$ cat config.mk
export PLATFORM = sky130hd
export DESIGN_NAME = pia_merge
export DESIGN_NICKNAME = d
export VERILOG_FILES = /design/src/sv/pia_pkg.sv /design/src/sv/pia_merge.sv
export SDC_FILE = /design/constraint.sdc
export NUM_CORES = 1
export LEC_CHECK = 0
export BUFFER_PORTS_ARGS = -buffer_cell sky130_fd_sc_hd__buf_2
export CAP_MARGIN = 5
export CORE_UTILIZATION = 40
export DETAILED_ROUTE_END_ITERATION = 7
export GPL_TIMING_DRIVEN = 0
export PLACE_DENSITY = 0.72
export SLEW_MARGIN = 30
export SYNTH_ARGS = -nofsm -noshare
export SYNTH_HDL_FRONTEND = slang
export SYNTH_SLANG_ARGS = --single-unit
$ cat constraint.sdc
create_clock -name vclk -period 13.8
set_input_delay 2.07 -clock vclk [all_inputs]
set_output_delay 2.07 -clock vclk [all_outputs]
set_load 0.02 [all_outputs]
$ cat src/sv/pia_pkg.sv
`timescale 1ns / 1ps
package pia_pkg;

  typedef enum logic [4:0] {
    OP_ADD_B    = 5'd0,
    OP_ADD_W    = 5'd1,
    OP_ADD_D    = 5'd2,
    OP_ADD_Q    = 5'd3,
    OP_SUB_B    = 5'd4,
    OP_SUB_W    = 5'd5,
    OP_SUB_D    = 5'd6,
    OP_SUB_Q    = 5'd7,
    OP_SADD_B   = 5'd8,
    OP_SADD_W   = 5'd9,
    OP_SSUB_B   = 5'd10,
    OP_SSUB_W   = 5'd11,
    OP_UADD_B   = 5'd12,
    OP_UADD_W   = 5'd13,
    OP_USUB_B   = 5'd14,
    OP_USUB_W   = 5'd15,
    OP_UMIN_B   = 5'd16,
    OP_UMAX_B   = 5'd17,
    OP_SMIN_W   = 5'd18,
    OP_SMAX_W   = 5'd19,
    OP_AVG_B    = 5'd20,
    OP_AVG_W    = 5'd21,
    OP_MULLO_W  = 5'd22,
    OP_MULHS_W  = 5'd23,
    OP_MULHU_W  = 5'd24,
    OP_MADD_W   = 5'd25,
    OP_SAD_B    = 5'd26
  } op_t;

  localparam int unsigned NUM_LANES = 4;

  typedef struct packed {
    logic [15:0] res;
    logic [31:0] prod;
    logic [7:0]  sad_lo;
    logic [7:0]  sad_hi;
  } lane_out_t;

endpackage

$ cat src/sv/pia_merge.sv
`timescale 1ns / 1ps
module pia_merge
  import pia_pkg::*;
(
  input  logic [4:0]                 op,
  input  logic [63:0]                a,
  input  logic [63:0]                b,
  input  lane_out_t [NUM_LANES-1:0]  lanes,
  output logic [63:0]                res
);

  logic [63:0] lw;
  logic [31:0] d_add0, d_add1, d_sub0, d_sub1;
  logic [63:0] q_add, q_sub;
  logic [10:0] sad;

  always_comb begin
    for (int i = 0; i < NUM_LANES; i++) lw[i*16 +: 16] = lanes[i].res;
    d_add0 = a[31:0] + b[31:0];
    d_add1 = a[63:32] + b[63:32];
    d_sub0 = a[31:0] - b[31:0];
    d_sub1 = a[63:32] - b[63:32];
    q_add  = a + b;
    q_sub  = a - b;
    sad = 11'd0;
    for (int i = 0; i < NUM_LANES; i++)
      sad = sad + 11'(lanes[i].sad_lo) + 11'(lanes[i].sad_hi);
    unique case (op)
      OP_ADD_D: res = {d_add1, d_add0};
      OP_ADD_Q: res = q_add;
      OP_SUB_D: res = {d_sub1, d_sub0};
      OP_SUB_Q: res = q_sub;
      OP_MADD_W: res = {lanes[3].prod + lanes[2].prod, lanes[1].prod + lanes[0].prod};
      OP_SAD_B: res = {53'd0, sad};
      default:  res = (op > OP_SAD_B) ? 64'd0 : lw;
    endcase
  end

endmodule

; ---- Word level (Yosys, flattened, before mapping)
; Cells that the tools add are included.
[word_totals]
register_bits = 0
in_bits = 389
out_inout_bits = 64
wordCells = 24
[op_classes]
addsub = 15
magnitude_cmp = 1
n_eq_ne = 6
n_mux = 2
[ops]
columns = cell, n
row1 = $pmux 64 s6, 1
row2 = $add 32x32->32, 4
row3 = $add 64x64->64, 1
row4 = $mux 64, 1
row5 = $sub 32x32->32, 2
row6 = $sub 64x64->64, 1
row7 = $add 11x8->11, 4
row8 = $add 10x8->11, 1
row9 = $add 9x8->10, 1
row10 = $eq 5x2->1 const B, 2
row11 = $eq 5x3->1 const B, 2
row12 = $eq 5x5->1 const B, 2
row13 = $add 8x8->9, 1
row14 = $gt 5x5->1 const B, 1

; ---- Depth between registers and ports, before layout
[logic_depth]
depth_word = 8
mapped_depth = 24

; ---- Worst setup path after synthesis
; Ideal clock, no wire load.
[synth_timing]
kind = input -> output
start = input b[1]
end = output res[62]
arrival_ns = 6.624
required_ns = 11.730
slack_ns = 5.106
cell_stages = 24
n_path_buf = 2
path_cell_list = inv_1 -> ha_1 -> nand2_1 -> nor3_1 -> and2_1 -> nand4b_2 -> nor3b_2 -> and3_1 -> and2_1 -> buf_2 -> a21oi_1 -> xnor2_1 -> ha_1 -> clkbuf_1 -> and3_1 -> nand4_1 -> or2_1 -> a2111oi_0 -> o31ai_2 -> a21oi_2 -> a211oi_2 -> mux2i_1 -> a2111oi_0 -> nor2_1
[synth_via]
elab_chain_cells = 2
elab_cells_between_ends = 3
classes_between = add/sub (2) / mux (1)
[synth_rtl]
columns = item, line
row1 = start: declaration, pia_merge.sv:7  ; input logic [63:0] b,
row2 = $sub 64x64->64 / $add 64x64->64 (equally long branches), "pia_merge.sv:24, pia_merge.sv:23"
row3 = $pmux 64 s6 *, pia_merge.sv:28  ; unique case (op)
row4 = end: declaration, pia_merge.sv:9  ; output logic [63:0] res
; Every way passes the cells marked *; elsewhere a longest branch is shown, timed or not.

; ---- Worst setup path after layout
[layout_timing]
start = input op[1]
end = output res[57]
[layout_via]
elab_chain_cells = 3
elab_cells_between_ends = 9
classes_between = order compare (1) / eq/ne (6) / mux (2)
[layout_rtl]
columns = item, line
row1 = start: declaration, pia_merge.sv:5  ; input logic [4:0] op,
row2 = $gt 5x5->1, pia_merge.sv:35  ; default: res = (op > OP_SAD_B) ? 64'd0 : lw;
row3 = $mux 64, pia_merge.sv:35
row4 = $pmux 64 s6 *, pia_merge.sv:28
; Marks and branches as above.

==> results.md <==
* Outcome: finished clean
* Synthesis-to-finish area growth at 18.9%
* Worst Setup SP: op[1]
* Mapped Cells at 2,234
* Sequential Area at 0 um^2
* First-pass GRT wire length at 111,000 um
* Final Hold Fails at 0
* Final GP Congestion at 1.05
* Endpoint class of the critical path: primary output
* Net Count, Synth at 2,874
* CP max FO at 10
* Pwr dens at 64.2 mW/mm^2
* Port bufs at 444
* # resized after CTS at 0
* Grt ovf at 0
* CTS Hold Bufs at 0
* Worst path cell trace: buf_2 > nor3b_1 > and2_1 > clkbuf_1 > nand2_1 > clkbuf_1 > nand2_1 > xor2_1 > ha_1 > a21o_1 > or3_1 > o21ai_1 > a21oi_1 > a31o_2 > a41o_1 > a211oi_2 > o21ai_1 > o211ai_1 > buf_2
* Design area at 0.0184 mm^2
* VDD IR max at 0.0698 mV
* Cell row count at 71
* Largest delay contributor family on the critical path: compound AO/OA/AOI/OAI gates
* CP max stage cell: clkbuf_1
* Via count at 19,700
* Post-DRT Antenna Nets at 0
* WP buf/inv at 4
* Die width at 199 um
* Share of layout cells above drive strength 1 at 0.188
* Dpl hpwl at 65,200 um
* Starting density of the core at 0.409
* Max-cap viol count at 0
* Synthesized area at 0.0155 mm^2
* Sequential area share after synthesis at 0
* Lkg Pwr at 9.20 nW
* WL per Instance at 24.4 um
* Distinct cells, synth at 91
* TritonRoute pass-1 iters at 6
* RSZ-0062 raised after global routing: no
* Seq cells at 0
* Crit path launch type: input port
* Area after DPL at 0.0184 mm^2
* Mean area per synthesized cell at 6.94 um^2
* Hold Crit Start: lanes[61]
* Post-route DRC at 0
* Pin count of the biggest net entering global routing at 11
* Final wirelength at 78,000 um
* # setup viols final at 0
* Vias/cell at 6.15
* Worst-margin pin slew at 1.13 ns
* Rel. slew slack at 0.249
* Critical path class: input port to primary output
* Nets at 3,322
* Core area at 0.0379 mm^2
* Max Freq at 91.8 MHz
* Die area at 0.0395 mm^2
* Initial antenna violation count at 8
* Total Routing Usage GR at 0.376
* Worst EP required at 11.73 ns
* HP Class: input port to primary output
* Slowest stage delay, CP at 0.73 ns
* Max-slew violations at 0
* Minimum clock period at 10.89 ns
* Ys Warns at 0
* Most common cell after layout, fill and taps aside: buf_2
* Layout clock buffers at 0
* Drt first-iter violations at 2,332
* Final Cycle Share at 0.789
* I/O pins at 453
* Setup TNS at 0 ns
* Most frequent cells in the layout: buf_2 (451), a21oi_1 (216), ha_1 (199)
* Die Height at 199 um
* Setup bufs post-CTS at 0
* Vias in the first global route at 18,100
* Critical Path AT at 8.82 ns
## cell usage after synthesis, types with 17 or more instances
library cell,count,share of area
xnor2_1,170,0.096
o21ai_1,31,0.010
a211oi_1,24,0.012
and3_1,26,0.010
a221oi_1,19,0.011
o21a_1,32,0.015
and2_1,19,0.0077
o21bai_1,25,0.012
inv_1,154,0.037
xor2_1,113,0.064
o211ai_1,18,0.0087
o21ai_0,108,0.035
a222oi_1,20,0.013
nor3_1,47,0.015
ha_1,199,0.16
a21oi_1,216,0.070
nand2_1,156,0.038
nand3_1,62,0.020
a21o_1,122,0.059
fa_1,52,0.067
nor2_1,198,0.048
a31oi_1,32,0.013
nand4_1,31,0.013
nand2b_1,28,0.011
clkbuf_1,82,0.020
nor2b_1,17,0.0069
## path summary, 6_finish.rpt
path	to	slack (ns)	cells past startpoint
max	res[57]	2.91	19
min	res[13]	4.48	4
## through the flow
step	std cells	util	worst slack [ns]	hold WS, ns	total power, mW
after CTS	3190	0.485	3.16	4.48	1.16
after global placement	3189	0.484	2.94	4.48	1.14
after global routing	3196	0.486	2.71	4.49	1.29
final	3198	0.486	2.91	4.48	1.18
after floorplan	2234	-	5.11	4.32	0.811
after detailed placement	3190	0.485	3.18	4.48	1.15
## layout make-up
class / count / area [um^2]
Buffer: 94 / 379
Timing Repair Buffer: 446 / 2250
Multi-Input combinational cell: 1985 / 14600
Tap cell: 511 / 639
Fill cell: 3988 / 19500
Antenna cell: 7 / 17.5
Inverter: 155 / 582
## layer usage
layer,routed length (um),track usage,vias to the layer above,share of wire
met5,12,0,-,0.00015
met4,3520,0.139,2,0.045
met3,8170,0.0595,182,0.10
met2,34500,0.610,1180,0.44
met1,31700,0.497,9219,0.41
li1,-,-,9085,-
## where the power goes
| group | total [mW] | internal (mW) | switching [mW] |
|---|---|---|---|
| combinational | 1.18 | 0.477 | 0.707 |
| clock | 0.0000000680 | 0.0000000680 | 0 |
| sequential | 0 | 0 | 0 |
| total | 1.18 | 0.477 | 0.707 |
## kinds of logic (layout without fill, tap and decap cells)
kind of cell    count (synthesis)  count (layout)  synth area share
simple gates                  658             658             0.208
buf+inv                       249             695            0.0608
mux                            13              13           0.00856
xor+xnor                      284             284             0.161
compound gates                779             779             0.334
other cells                     0               7                 0
fa+ha+maj                     251             251             0.228
No activity file was read; power rests on OpenSTA's default activity.
