File: config.mk
export PLATFORM = sky130hd
export DESIGN_NAME = pia_lane
export DESIGN_NICKNAME = d
export VERILOG_FILES = /design/src/sv/pia_pkg.sv /design/src/sv/pia_lane.sv
export SDC_FILE = /design/constraint.sdc
export NUM_CORES = 1
export LEC_CHECK = 0
export BUFFER_PORTS_ARGS = -buffer_cell sky130_fd_sc_hd__buf_2
export CORE_MARGIN = 4
export CORE_UTILIZATION = 30
export DETAILED_ROUTE_END_ITERATION = 12
export PLACE_DENSITY = 0.54
export SLEW_MARGIN = 20
export SYNTH_ARGS = -nofsm -noshare
export SYNTH_HDL_FRONTEND = slang
export SYNTH_SLANG_ARGS = --single-unit
File: constraint.sdc
create_clock -name vclk -period 20.9
set_input_delay 3.135 -clock vclk [all_inputs]
set_output_delay 3.135 -clock vclk [all_outputs]
set_load 0.02 [all_outputs]
File: src/sv/pia_pkg.sv
`timescale 1ns / 1ps
package pia_pkg;

  typedef enum logic [4:0] {
    OP_ADD_B    = 5'd0,
    OP_ADD_W    = 5'd1,
    OP_ADD_D    = 5'd2,
    OP_ADD_Q    = 5'd3,
    OP_SUB_B    = 5'd4,
    OP_SUB_W    = 5'd5,
    OP_SUB_D    = 5'd6,
    OP_SUB_Q    = 5'd7,
    OP_SADD_B   = 5'd8,
    OP_SADD_W   = 5'd9,
    OP_SSUB_B   = 5'd10,
    OP_SSUB_W   = 5'd11,
    OP_UADD_B   = 5'd12,
    OP_UADD_W   = 5'd13,
    OP_USUB_B   = 5'd14,
    OP_USUB_W   = 5'd15,
    OP_UMIN_B   = 5'd16,
    OP_UMAX_B   = 5'd17,
    OP_SMIN_W   = 5'd18,
    OP_SMAX_W   = 5'd19,
    OP_AVG_B    = 5'd20,
    OP_AVG_W    = 5'd21,
    OP_MULLO_W  = 5'd22,
    OP_MULHS_W  = 5'd23,
    OP_MULHU_W  = 5'd24,
    OP_MADD_W   = 5'd25,
    OP_SAD_B    = 5'd26
  } op_t;

  localparam int unsigned NUM_LANES = 4;

  typedef struct packed {
    logic [15:0] res;
    logic [31:0] prod;
    logic [7:0]  sad_lo;
    logic [7:0]  sad_hi;
  } lane_out_t;

endpackage

File: src/sv/pia_lane.sv
`timescale 1ns / 1ps
module pia_lane
  import pia_pkg::*;
(
  input  logic [4:0]  op,
  input  logic [15:0] a,
  input  logic [15:0] b,
  output lane_out_t   lo
);

  logic [8:0]  sb0, sb1, db0, db1;
  logic [16:0] sw, dw;
  logic [7:0]  r0, r1;
  logic [15:0] rw;
  logic signed [8:0]  ss0, ss1, sd0, sd1;
  logic signed [16:0] ssw, sdw;
  logic signed [16:0] ma, mb;
  logic signed [33:0] mp;
  logic [7:0]  ad0, ad1;

  function automatic logic [7:0] sat8s(input logic signed [8:0] v);
    if (v > 9'sd127) return 8'h7f;
    else if (v < -9'sd128) return 8'h80;
    else return v[7:0];
  endfunction

  function automatic logic [15:0] sat16s(input logic signed [16:0] v);
    if (v > 17'sd32767) return 16'h7fff;
    else if (v < -17'sd32768) return 16'h8000;
    else return v[15:0];
  endfunction

  always_comb begin
    sb0 = {1'b0, a[7:0]} + {1'b0, b[7:0]};
    sb1 = {1'b0, a[15:8]} + {1'b0, b[15:8]};
    db0 = {1'b0, a[7:0]} - {1'b0, b[7:0]};
    db1 = {1'b0, a[15:8]} - {1'b0, b[15:8]};
    sw  = {1'b0, a} + {1'b0, b};
    dw  = {1'b0, a} - {1'b0, b};
    ss0 = $signed({a[7], a[7:0]}) + $signed({b[7], b[7:0]});
    ss1 = $signed({a[15], a[15:8]}) + $signed({b[15], b[15:8]});
    sd0 = $signed({a[7], a[7:0]}) - $signed({b[7], b[7:0]});
    sd1 = $signed({a[15], a[15:8]}) - $signed({b[15], b[15:8]});
    ssw = $signed({a[15], a}) + $signed({b[15], b});
    sdw = $signed({a[15], a}) - $signed({b[15], b});
    ma  = (op == OP_MULHU_W) ? $signed({1'b0, a}) : $signed({a[15], a});
    mb  = (op == OP_MULHU_W) ? $signed({1'b0, b}) : $signed({b[15], b});
    mp  = ma * mb;
    ad0 = db0[8] ? (b[7:0] - a[7:0]) : db0[7:0];
    ad1 = db1[8] ? (b[15:8] - a[15:8]) : db1[7:0];
    r0 = 8'h00;
    r1 = 8'h00;
    rw = 16'h0000;
    unique case (op)
      OP_ADD_B:   rw = {sb1[7:0], sb0[7:0]};
      OP_ADD_W:   rw = sw[15:0];
      OP_SUB_B:   rw = {db1[7:0], db0[7:0]};
      OP_SUB_W:   rw = dw[15:0];
      OP_SADD_B:  rw = {sat8s(ss1), sat8s(ss0)};
      OP_SADD_W:  rw = sat16s(ssw);
      OP_SSUB_B:  rw = {sat8s(sd1), sat8s(sd0)};
      OP_SSUB_W:  rw = sat16s(sdw);
      OP_UADD_B: begin
        r0 = sb0[8] ? 8'hff : sb0[7:0];
        r1 = sb1[8] ? 8'hff : sb1[7:0];
        rw = {r1, r0};
      end
      OP_UADD_W:  rw = sw[16] ? 16'hffff : sw[15:0];
      OP_USUB_B: begin
        r0 = db0[8] ? 8'h00 : db0[7:0];
        r1 = db1[8] ? 8'h00 : db1[7:0];
        rw = {r1, r0};
      end
      OP_USUB_W:  rw = dw[16] ? 16'h0000 : dw[15:0];
      OP_UMIN_B:  rw = {db1[8] ? a[15:8] : b[15:8], db0[8] ? a[7:0] : b[7:0]};
      OP_UMAX_B:  rw = {db1[8] ? b[15:8] : a[15:8], db0[8] ? b[7:0] : a[7:0]};
      OP_SMIN_W:  rw = sdw[16] ? a : b;
      OP_SMAX_W:  rw = sdw[16] ? b : a;
      OP_AVG_B: begin
        r0 = 8'((sb0 + 9'd1) >> 1);
        r1 = 8'((sb1 + 9'd1) >> 1);
        rw = {r1, r0};
      end
      OP_AVG_W:   rw = 16'((sw + 17'd1) >> 1);
      OP_MULLO_W: rw = mp[15:0];
      OP_MULHS_W: rw = mp[31:16];
      OP_MULHU_W: rw = mp[31:16];
      default:    rw = 16'h0000;
    endcase
    lo.res    = rw;
    lo.prod   = mp[31:0];
    lo.sad_lo = ad0;
    lo.sad_hi = ad1;
  end

endmodule

## After elaboration in Yosys (flattened, before gate mapping)

Cells that the tools add are included.

| storage, ports and cells | value |
|---|---|
| logic and storage cells | 81 |
| input bits | 37 |
| flip-flop bits (word level) | 0 |

| cells by class | value |
|---|---|
| add/subtract/negate cells | 17 |
| multipliers | 1 |
| reductions and logical operators | 2 |
| eq/ne operators | 20 |
| mux-type cells | 29 |
| order comparisons | 12 |

Operators with widths:

| operator | count |
|---|---|
| 16-bit one-hot mux with 20 select lines | 1 |
| 8-bit two-way mux | 18 |
| 16-bit two-way mux | 8 |
| 5-bit == test (second input constant) | 9 |
| 5-bit by 4-bit == test with 1-bit output (second input constant) | 8 |
| 8-bit by 8-bit adder with 9-bit output | 4 |
| 9-bit by 8-bit > comparator with 1-bit output (second input constant) | 4 |
| 9-bit by 8-bit less-than comparator with 1-bit output (second input constant) | 4 |
| 8-bit by 8-bit subtractor with 9-bit output | 4 |
| 16-bit by 16-bit adder with 17-bit output | 2 |
| 17-bit by 16-bit > comparator with 1-bit output (second input constant) | 2 |
| 17-bit by 16-bit less-than comparator with 1-bit output (second input constant) | 2 |
| 17-bit two-way mux | 2 |
| 16-bit by 16-bit subtractor with 17-bit output | 2 |
| 17-bit by 17-bit multiplier with 32-bit output | 1 |
| 9-bit by 1-bit adder with 9-bit output (second input constant) | 2 |
| 17-bit by 1-bit adder with 17-bit output (second input constant) | 1 |
| 8-bit subtractor | 2 |
| 5-bit by 3-bit == test with 1-bit output (second input constant) | 2 |
| 5-bit by 1-bit == test with 1-bit output (second input constant) | 1 |
| 5-bit zero test | 1 |
| 2-bit OR reduction | 1 |

## Longest topological paths before layout

| logic depth | value |
|---|---|
| depth in word-level cells | 5 |
| depth in mapped cells | 28 |

## Worst setup path after synthesis

OpenSTA, ideal clock, no wires.

| path | value |
|---|---|
| kind | input to output |
| from | input op[0] |
| to | output lo[63] in the netlist's numbering |
| required time | 17.765 ns |
| arrival time | 9.949 ns |
| path slack | 7.816 ns |
| path buffers | 2 |
| cell stages on the path | 25 |
| cell sequence | clkbuf_1 > or2_2 > or3_1 > and2_1 > clkbuf_1 > nand2_1 > inv_1 > fa_1 > inv_1 > fa_1 > fa_1 > fa_1 > fa_1 > fa_1 > inv_1 > ha_1 > a21o_1 > a21o_1 > a31oi_1 > o22ai_1 > a41oi_1 > o311ai_0 > xnor2_1 > nand2_1 > o2111ai_1 |

RTL lines:

| element | RTL line | RTL |
|---|---|---|
| start, declared | pia_lane.sv:5 | `input logic [4:0] op,` |
| end, declared | pia_lane.sv:8 | `output lane_out_t lo` |

==> results.py <==
metrics = {
    "finish": {
        "total_area_of_multi_input_combinational_cells_mm2": 0.0145,
        "post_synthesis_to_final_layout_area_growth_pct": 6.73,
        "fin_area_mm2": 0.0174,
        "nClkBuffers": 0,
        "final.fill_count": 5925,
        "diodes": 0,
        "finish.utilization": 0.323,
        "final_layout_size_suffix_gt1_frac": 0.0737,
        "regArea_um2": 0,
        "numSequentialCells": 0,
        "final_nets": 2587,
    },
    "drt": {
        "detail-route-antenna-nets": 0,
        "first_pass_iters": 6,
        "routed_wl_mm": 72.5,
        "drt_iter0_drc": 1385,
        "vias_per_cell": 5.62,
        "route.detailed.drc": 0,
        "via_count": 15900,
        "route.detailed.wl_per_inst_um": 25.7,
    },
    "critical_path": {
        "largest_stage_delay_on_the_critical_path_ns": 0.82,
        "end_kind": "primary output",
        "crit_family": "adder cells",
        "timing.critical_path.required_ns": 17.77,
        "critPathArrivalTime_ns": 11.28,
        "worst_setup_path_start_kind": "input port",
        "critical_path.n_buffers_inverters": 7,
        "worstSetupPathType": "in -> out",
        "cp_max_fo": 18,
        "critPathMostFrequentCell": "sky130_fd_sc_hd__fa_1",
        "worst_path_max_delay_cell": "sky130_fd_sc_hd__fa_1",
    },
    "synth": {
        "ys_warn_count": 0,
        "synth_cells": 2106,
        "netlist.area_leader.share": 0.354,
        "postSynthNetCount": 2561,
        "leading_post_synthesis_cells_by_cell_area": "sky130_fd_sc_hd__fa_1, sky130_fd_sc_hd__ha_1, sky130_fd_sc_hd__inv_1",
        "post_synth_num_cell_types": 92,
        "synth_area_mm2": 0.0163,
        "yosysTopAreaCell": "sky130_fd_sc_hd__fa_1",
        "proportion_of_synthesized_chip_area_in_sequential_cells": 0,
        "postSynthAreaPerCell_um2": 7.74,
    },
    "timing": {
        "relSlewSlack": 0.255,
        "finalWorstSetupSlack_ns": 6.48,
        "final-hold-violation-count": 0,
        "setup_viol_count_final": 0,
        "grt_setup_unrepaired": "false",
        "worst_slew_pin_slew_ns": 1.09,
        "slew_violations": 0,
        "final_period_minus_worst_setup_slack_ns": 14.42,
        "setup_total_negative_slack_ns": 0,
        "timing.fmax_ghz": 0.0694,
        "min_period_over_period": 0.690,
    },
    "grt": {
        "grt_antenna_before_repair": 4,
        "gr-usage-all-layers": 0.246,
        "gr-total-overflow": 0,
        "grt_max_degree": 31,
        "global_route_wire_length_before_repair_mm": 107,
        "grt_pass1_vias": 16400,
    },
    "clock_tree": {
        "ctsHoldBuffers": 0,
        "post-cts-setup-buffer-count": 0,
        "cts_resized": 0,
    },
    "placed_design": {
        "hpwlAfterDp_mm": 60.3,
        "routabilityCongestion": 1.03,
        "port_buffers": 101,
        "placement.setup.worst_slack_ns": 6.62,
        "place_area_mm2": 0.0174,
    },
    "run_status": {
        "run_status": "finished clean",
    },
    "floorplanning": {
        "starting_utilization_of_the_core_area": 0.303,
        "die_h_um": 241,
        "floorplan.die.width_um": 241,
        "design.core.area_mm2": 0.0538,
        "fp-row-count": 85,
        "fp.dieArea_mm2": 0.0581,
        "io-pin-count": 101,
    },
    "worst_hold_path": {
        "holdCritPathClass": "in -> out",
    },
    "flow_run": {
        "cap_viol_max_count": 0,
    },
}
-- layout by cell type, fill, tap and decap left out, types with 10 or more instances in the layout --
master | Yosys | final
sky130_fd_sc_hd__o21a_1 | 13 | 13
sky130_fd_sc_hd__nor3_1 | 27 | 27
sky130_fd_sc_hd__xnor2_1 | 80 | 80
sky130_fd_sc_hd__a211oi_1 | 22 | 22
sky130_fd_sc_hd__nand3_1 | 36 | 36
sky130_fd_sc_hd__o211ai_1 | 15 | 15
sky130_fd_sc_hd__a2111oi_0 | 10 | 10
sky130_fd_sc_hd__o21bai_1 | 17 | 17
sky130_fd_sc_hd__o21ai_0 | 67 | 67
sky130_fd_sc_hd__buf_2 | 12 | 101
sky130_fd_sc_hd__a21oi_1 | 96 | 96
sky130_fd_sc_hd__inv_1 | 363 | 363
sky130_fd_sc_hd__nand2_1 | 225 | 225
sky130_fd_sc_hd__xor2_1 | 23 | 23
sky130_fd_sc_hd__nor2b_1 | 19 | 19
sky130_fd_sc_hd__a31oi_1 | 21 | 21
sky130_fd_sc_hd__nor4_1 | 16 | 16
sky130_fd_sc_hd__and3_1 | 23 | 23
sky130_fd_sc_hd__nor2_1 | 228 | 228
sky130_fd_sc_hd__a21o_1 | 26 | 26
sky130_fd_sc_hd__ha_1 | 130 | 130
sky130_fd_sc_hd__or2_2 | 11 | 11
sky130_fd_sc_hd__mux2i_1 | 11 | 11
sky130_fd_sc_hd__fa_1 | 288 | 288
sky130_fd_sc_hd__buf_4 | 3 | 14
sky130_fd_sc_hd__nand4_1 | 21 | 21
sky130_fd_sc_hd__and2_1 | 27 | 27
sky130_fd_sc_hd__a22oi_1 | 11 | 11
sky130_fd_sc_hd__nand2b_1 | 20 | 20
-- final cells by class --
| class | instances | area share |
|---|---|---|
| repair buffers | 115 | 0.0351 |
| well taps | 696 | 0.0501 |
| inverters | 372 | 0.0803 |
| multi-input cells | 1643 | 0.835 |
-- path summary, 6_finish.rpt --
path	startpoint	endpoint	slack [ns]	cells after the start
max	op[0]	lo[61]	6.48	27
min	a[1]	lo[49]	6.93	4
-- metrics by stage --
step	hold WS, ns	instances
after floorplan	6.52	2106
after detailed placement	6.95	2826
after global placement	6.92	2826
after CTS	6.95	2826
after global routing	6.99	2826
final	6.93	2826
-- kinds of logic after synthesis --
family,share of synthesized area
AOI/OAI and AO/OA,0.172
muxes,0.00883
buffers and inverters,0.110
and+or+nand+nor,0.200
xor gates and xnor gates,0.0564
adders and majority gates,0.454
-- synth_stat cells, types with 5 or more instances --
cell type / n
sky130_fd_sc_hd__buf_1: 12
sky130_fd_sc_hd__nor4_1: 16
sky130_fd_sc_hd__and3_1: 23
sky130_fd_sc_hd__a222oi_1: 5
sky130_fd_sc_hd__o22ai_1: 6
sky130_fd_sc_hd__or3_1: 9
sky130_fd_sc_hd__a21oi_1: 96
sky130_fd_sc_hd__o221ai_1: 7
sky130_fd_sc_hd__clkbuf_1: 61
sky130_fd_sc_hd__nor2b_1: 19
sky130_fd_sc_hd__a211oi_1: 22
sky130_fd_sc_hd__buf_2: 12
sky130_fd_sc_hd__a21o_1: 26
sky130_fd_sc_hd__nand3_1: 36
sky130_fd_sc_hd__o21ai_0: 67
sky130_fd_sc_hd__ha_1: 130
sky130_fd_sc_hd__and2_1: 27
sky130_fd_sc_hd__xnor2_1: 80
sky130_fd_sc_hd__o2111ai_1: 9
sky130_fd_sc_hd__a31oi_1: 21
sky130_fd_sc_hd__a2111oi_0: 10
sky130_fd_sc_hd__mux2i_1: 11
sky130_fd_sc_hd__o31ai_1: 7
sky130_fd_sc_hd__nor3_1: 27
sky130_fd_sc_hd__nand2_1: 225
sky130_fd_sc_hd__or2_2: 11
sky130_fd_sc_hd__fa_1: 288
sky130_fd_sc_hd__nand2b_1: 20
sky130_fd_sc_hd__nand4_1: 21
sky130_fd_sc_hd__a22oi_1: 11
sky130_fd_sc_hd__o21a_1: 13
sky130_fd_sc_hd__a211o_1: 7
sky130_fd_sc_hd__nor3b_1: 6
sky130_fd_sc_hd__inv_1: 363
sky130_fd_sc_hd__o21bai_1: 17
sky130_fd_sc_hd__inv_2: 6
sky130_fd_sc_hd__nand3b_1: 9
sky130_fd_sc_hd__and4_1: 6
sky130_fd_sc_hd__o211ai_1: 15
sky130_fd_sc_hd__a221oi_1: 9
sky130_fd_sc_hd__nor2_1: 228
sky130_fd_sc_hd__xor2_1: 23
-- metal layers --
metal | wire length (um) | GRT usage | part of all wire | vias to the layer above
met5 | 34 | 0 | 0.00047 | -
met4 | 2650 | 0.0675 | 0.037 | 6
met3 | 6140 | 0.0362 | 0.085 | 144
met2 | 32200 | 0.395 | 0.44 | 773
met1 | 31500 | 0.346 | 0.43 | 8015
li1 | - | - | - | 6945
Power is not shown: default switching activity piles up to over one toggle a cycle in this logic, so the estimate is an artifact.
